--- config.mk ---
export PLATFORM = sky130hd
export DESIGN_NAME = flst_offset
export DESIGN_NICKNAME = d
export VERILOG_FILES = /design/src/hdl/flst_pkg.sv /design/src/hdl/flst_offset.sv
export SDC_FILE = /design/constraint.sdc
export NUM_CORES = 1
export LEC_CHECK = 0
export ABC_CLOCK_PERIOD_IN_PS = 5500
export BUFFER_PORTS_ARGS = -buffer_cell sky130_fd_sc_hd__buf_2
export CORE_MARGIN = 8
export CORE_UTILIZATION = 30
export DETAILED_ROUTE_END_ITERATION = 8
export GPL_ROUTABILITY_DRIVEN = 0
export GPL_TIMING_DRIVEN = 0
export PLACE_DENSITY_LB_ADDON = 0.08
export SLEW_MARGIN = 10
export SYNTH_ARGS = -nofsm -noshare
export SYNTH_HDL_FRONTEND = slang
export SYNTH_SLANG_ARGS = --single-unit
export TNS_END_PERCENT = 10
--- constraint.sdc ---
create_clock -name vclk -period 5.5
set_input_delay 0.55 -clock vclk [all_inputs]
set_output_delay 0.55 -clock vclk [all_outputs]
set_load 0.01 [all_outputs]
--- src/hdl/flst_pkg.sv ---
// flst_pkg: types and constants of the free-list slot allocator.
// Used by flst_link_mem, flst_offset and free_list_slot_allocator.
package flst_pkg;

  localparam int unsigned DefMaxSlots = 1024;
  localparam int unsigned LinkW       = 10;
  localparam int unsigned SizeW       = 13;
  localparam int unsigned LimitW      = 11;
  localparam int unsigned OffsetW     = 22;
  localparam int unsigned CfgIdxW     = 1;
  localparam int unsigned CfgDataW    = 13;
  localparam int unsigned SizeCap     = 4096;
  localparam int unsigned SizeReset   = 8;
  localparam int unsigned LimitReset  = 1024;

  typedef enum logic [1:0] {
    STATUS_LIST      = 2'd0,
    STATUS_FRESH     = 2'd1,
    STATUS_EXHAUSTED = 2'd2,
    STATUS_FREED     = 2'd3
  } status_e;

  typedef enum logic {
    CMD_ALLOC = 1'b0,
    CMD_FREE  = 1'b1
  } cmd_e;

  typedef enum logic [CfgIdxW-1:0] {
    CFG_SLOT_BYTES = 1'b0,
    CFG_SLOT_LIMIT = 1'b1
  } cfg_idx_e;

  typedef enum logic [1:0] {
    ST_IDLE = 2'b01,
    ST_BUSY = 2'b10
  } state_e;

  // one link entry: end-of-list mark and next slot
  typedef struct packed {
    logic             last;
    logic [LinkW-1:0] next;
  } link_t;

endpackage

--- src/hdl/flst_offset.sv ---
// flst_offset: byte offset of a slot, slot index times the clamped slot size,
// kept to the offset width. Depends on flst_pkg.
module flst_offset (
  input  logic [flst_pkg::LinkW-1:0]   slot_i,
  input  logic [flst_pkg::SizeW-1:0]   slot_bytes_i,
  output logic [flst_pkg::OffsetW-1:0] offset_o
);

  logic [flst_pkg::SizeW-1:0]             size_clamped;
  logic [flst_pkg::LinkW+flst_pkg::SizeW-1:0] product;

  always_comb begin
    size_clamped = (slot_bytes_i > flst_pkg::SizeW'(flst_pkg::SizeCap))
                 ? flst_pkg::SizeW'(flst_pkg::SizeCap) : slot_bytes_i;
    product  = (flst_pkg::LinkW+flst_pkg::SizeW)'(slot_i)
             * (flst_pkg::LinkW+flst_pkg::SizeW)'(size_clamped);
    offset_o = product[flst_pkg::OffsetW-1:0];
  end

endmodule

==> flow_metrics.py <==
metrics = {
    "detailed_routing": {
        "route.detailed.drc": 0,
        "drt-pass1-iter-count": 4,
        "via_per_inst": 4.76,
        "antenna_left": 0,
        "wire_per_inst_um": 15.5,
        "num_vias": 3644,
        "routed_wl_um": 11900,
        "drt_iter0_markers": 156,
    },
    "cells_and_area": {
        "layout.cells.non_filler": 766,
        "layout.nets": 747,
        "fin_util_pct": 38.7,
        "syn_to_final_growth_pct": 27.7,
        "seq_cells": 0,
        "nFillCells": 1492,
        "n_clock_buffer": 0,
        "drive_gt1_share_pct": 27.1,
        "final_cell_mix": "80 x fa_1, 74 x inv_1, 65 x nand2_1, 64 x and2_1",
        "diodes": 0,
        "layout_commonest_cell": "fa_1",
        "regArea_um2": 0,
    },
    "critical_path": {
        "critical_path_class": "in2out",
        "cp-end-kind": "primary output",
        "worst-endpoint-arrival_ns": 5.50,
        "cp-start-kind": "input port",
        "critical_path.max_fanout": 6,
        "crit_required_ns": 4.95,
    },
    "yosys": {
        "synth_area_leaders": "fa_1 39%, ha_1 16%, and2_1 9.6%",
        "synth.top_cell.area_share_pct": 39.1,
        "synth_warnings": 0,
        "avgSynthCellArea_um2": 8.55,
        "syn_area_um2": 4350,
        "synth_cell_type_count": 43,
        "synthCells": 509,
        "ys_seq_area_share_pct": 0,
        "synth_area_leader_cell": "fa_1",
        "synth_nets": 672,
    },
    "global_route": {
        "grt_overflow": 0,
        "grt_max_degree": 11,
        "grt_pass1_wl_um": 19500,
        "antenna_found_initial": 0,
        "grt_pass1_vias": 3862,
        "grt_usage_pct": 12.9,
    },
    "floorplanning": {
        "io_pins": 45,
        "core_area_um2": 14400,
        "initial_core_util_pct": 30.3,
        "die_y_um": 136,
        "die_w_um": 136,
        "rows": 44,
        "die-area_um2": 18600,
    },
    "sta": {
        "fin_crit_sh_pct": 110,
        "fmax_mhz": 165,
        "relSlewSlack_pct": 59.5,
        "final-hold-violation-count": 0,
        "drv_slew": 0,
        "fin_ws_ns": -0.546,
        "tightest_slew_ns": 0.603,
        "rsz0062_at_grt": "true",
        "fin_crit_ns": 6.05,
        "finalSetupViolCount": 13,
    },
    "power": {
        "p_leak_uw": 0.00289,
        "ir_worst_vdd_mv": 0.186,
        "power_density_nw_per_um2": 281,
    },
    "hold_path": {
        "worstHoldPathType": "in2out",
    },
    "flow_run": {
        "drv_cap": 0,
    },
    "clocking": {
        "ctsHoldBuffers": 0,
    },
    "placement": {
        "hpwl_um": 9640,
        "io_buffer_count": 45,
        "placedCellCount": 738,
    },
    "status": {
        "violations": "setup timing",
        "status": "finished, violations left",
    },
}
[final timing paths]
check / startpoint / to / slack (ns) / cells after the start
setup / recovery: slot_bytes_i[12] / offset_o[18] / -0.55 / 22
hold / removal: slot_i[0] / offset_o[0] / 1.43 / 3
[area by class of cell]
class              count  area [um^2]  share of cell area [%]
plain buffers         28          263                    4.73
repair buffers        74          477                    8.58
well taps            184          230                    4.14
multi-input cells    400         4290                    77.1
inverters             80          300                    5.40
[worst max-delay path: stages]
cell,delay (ns)
buf_8,0.11
clkbuf_16,0.15
buf_8,0.14
nor2b_4,0.12
buf_8,0.13
buf_4,0.11
nand2_1,0.06
fa_1,0.51
inv_1,0.05
fa_1,0.46
fa_1,0.51
fa_2,0.55
inv_1,0.06
fa_2,0.55
inv_2,0.05
ha_4,0.21
a21o_1,0.20
a21oi_4,0.20
o211ai_4,0.13
a2111oi_2,0.40
a311oi_2,0.06
buf_2,0.17
[stage by stage]
step	hold WS [ns]	setup WS (ns)	power, uW	setup TNS [ns]	area (um^2)
after floorplan	1.24	-0.0726	1020	-0.128	4500
after global placement	1.43	-0.827	1410	-8.36	4950
after detailed placement	1.44	-0.851	1420	-8.55	4950
after CTS	1.44	-0.648	1550	-5.55	5420
after global routing	1.46	-0.711	1760	-7.70	5560
final	1.43	-0.546	1560	-4.94	5560
[cell usage after synthesis, types with 2 or more instances]
master	number
a21oi_1	13
nand4_1	3
o21a_1	4
clkbuf_1	28
inv_1	80
o211a_1	2
a211o_1	2
nor3_1	4
a211oi_1	2
fa_1	85
nand2_1	70
nand3_1	7
o21ai_0	9
o211ai_1	4
xor2_1	6
nor2b_1	12
a21o_1	12
and2_1	67
ha_1	55
xnor2_1	13
a31oi_1	2
a2111oi_0	3
nor2_1	6
[logic make-up (layout without fill, tap and decap cells)]
logic type / count (synthesis) / after routing / synth area share, %
compound gates: 66 / 66 / 11.0
fa+ha+maj: 140 / 140 / 54.9
buf+inv: 109 / 182 / 9.43
mux: 1 / 1 / 0.345
xor+xnor: 19 / 19 / 3.82
simple gates: 174 / 174 / 20.5
[report_power, final]
part	total, uW	internal, uW	leakage, uW	switching [uW]
clock network	0	0	0	0
registers	0	0	0	0
logic	1560	721	0.00289	841
[repair_timing]
item,4_1_cts,5_1_grt
setup endpoints to repair,15,15
pin swaps,41,29
gates cloned,0,1
setup buffers,23,5
gates resized for setup,67,21
[layer usage]
layer	track usage [%]	part of all wire, %
met1	18.1	46
met2	23.0	51
met3	0.407	2.7
met4	0	0
met5	0	0
Power figures use the tool's default switching activity.
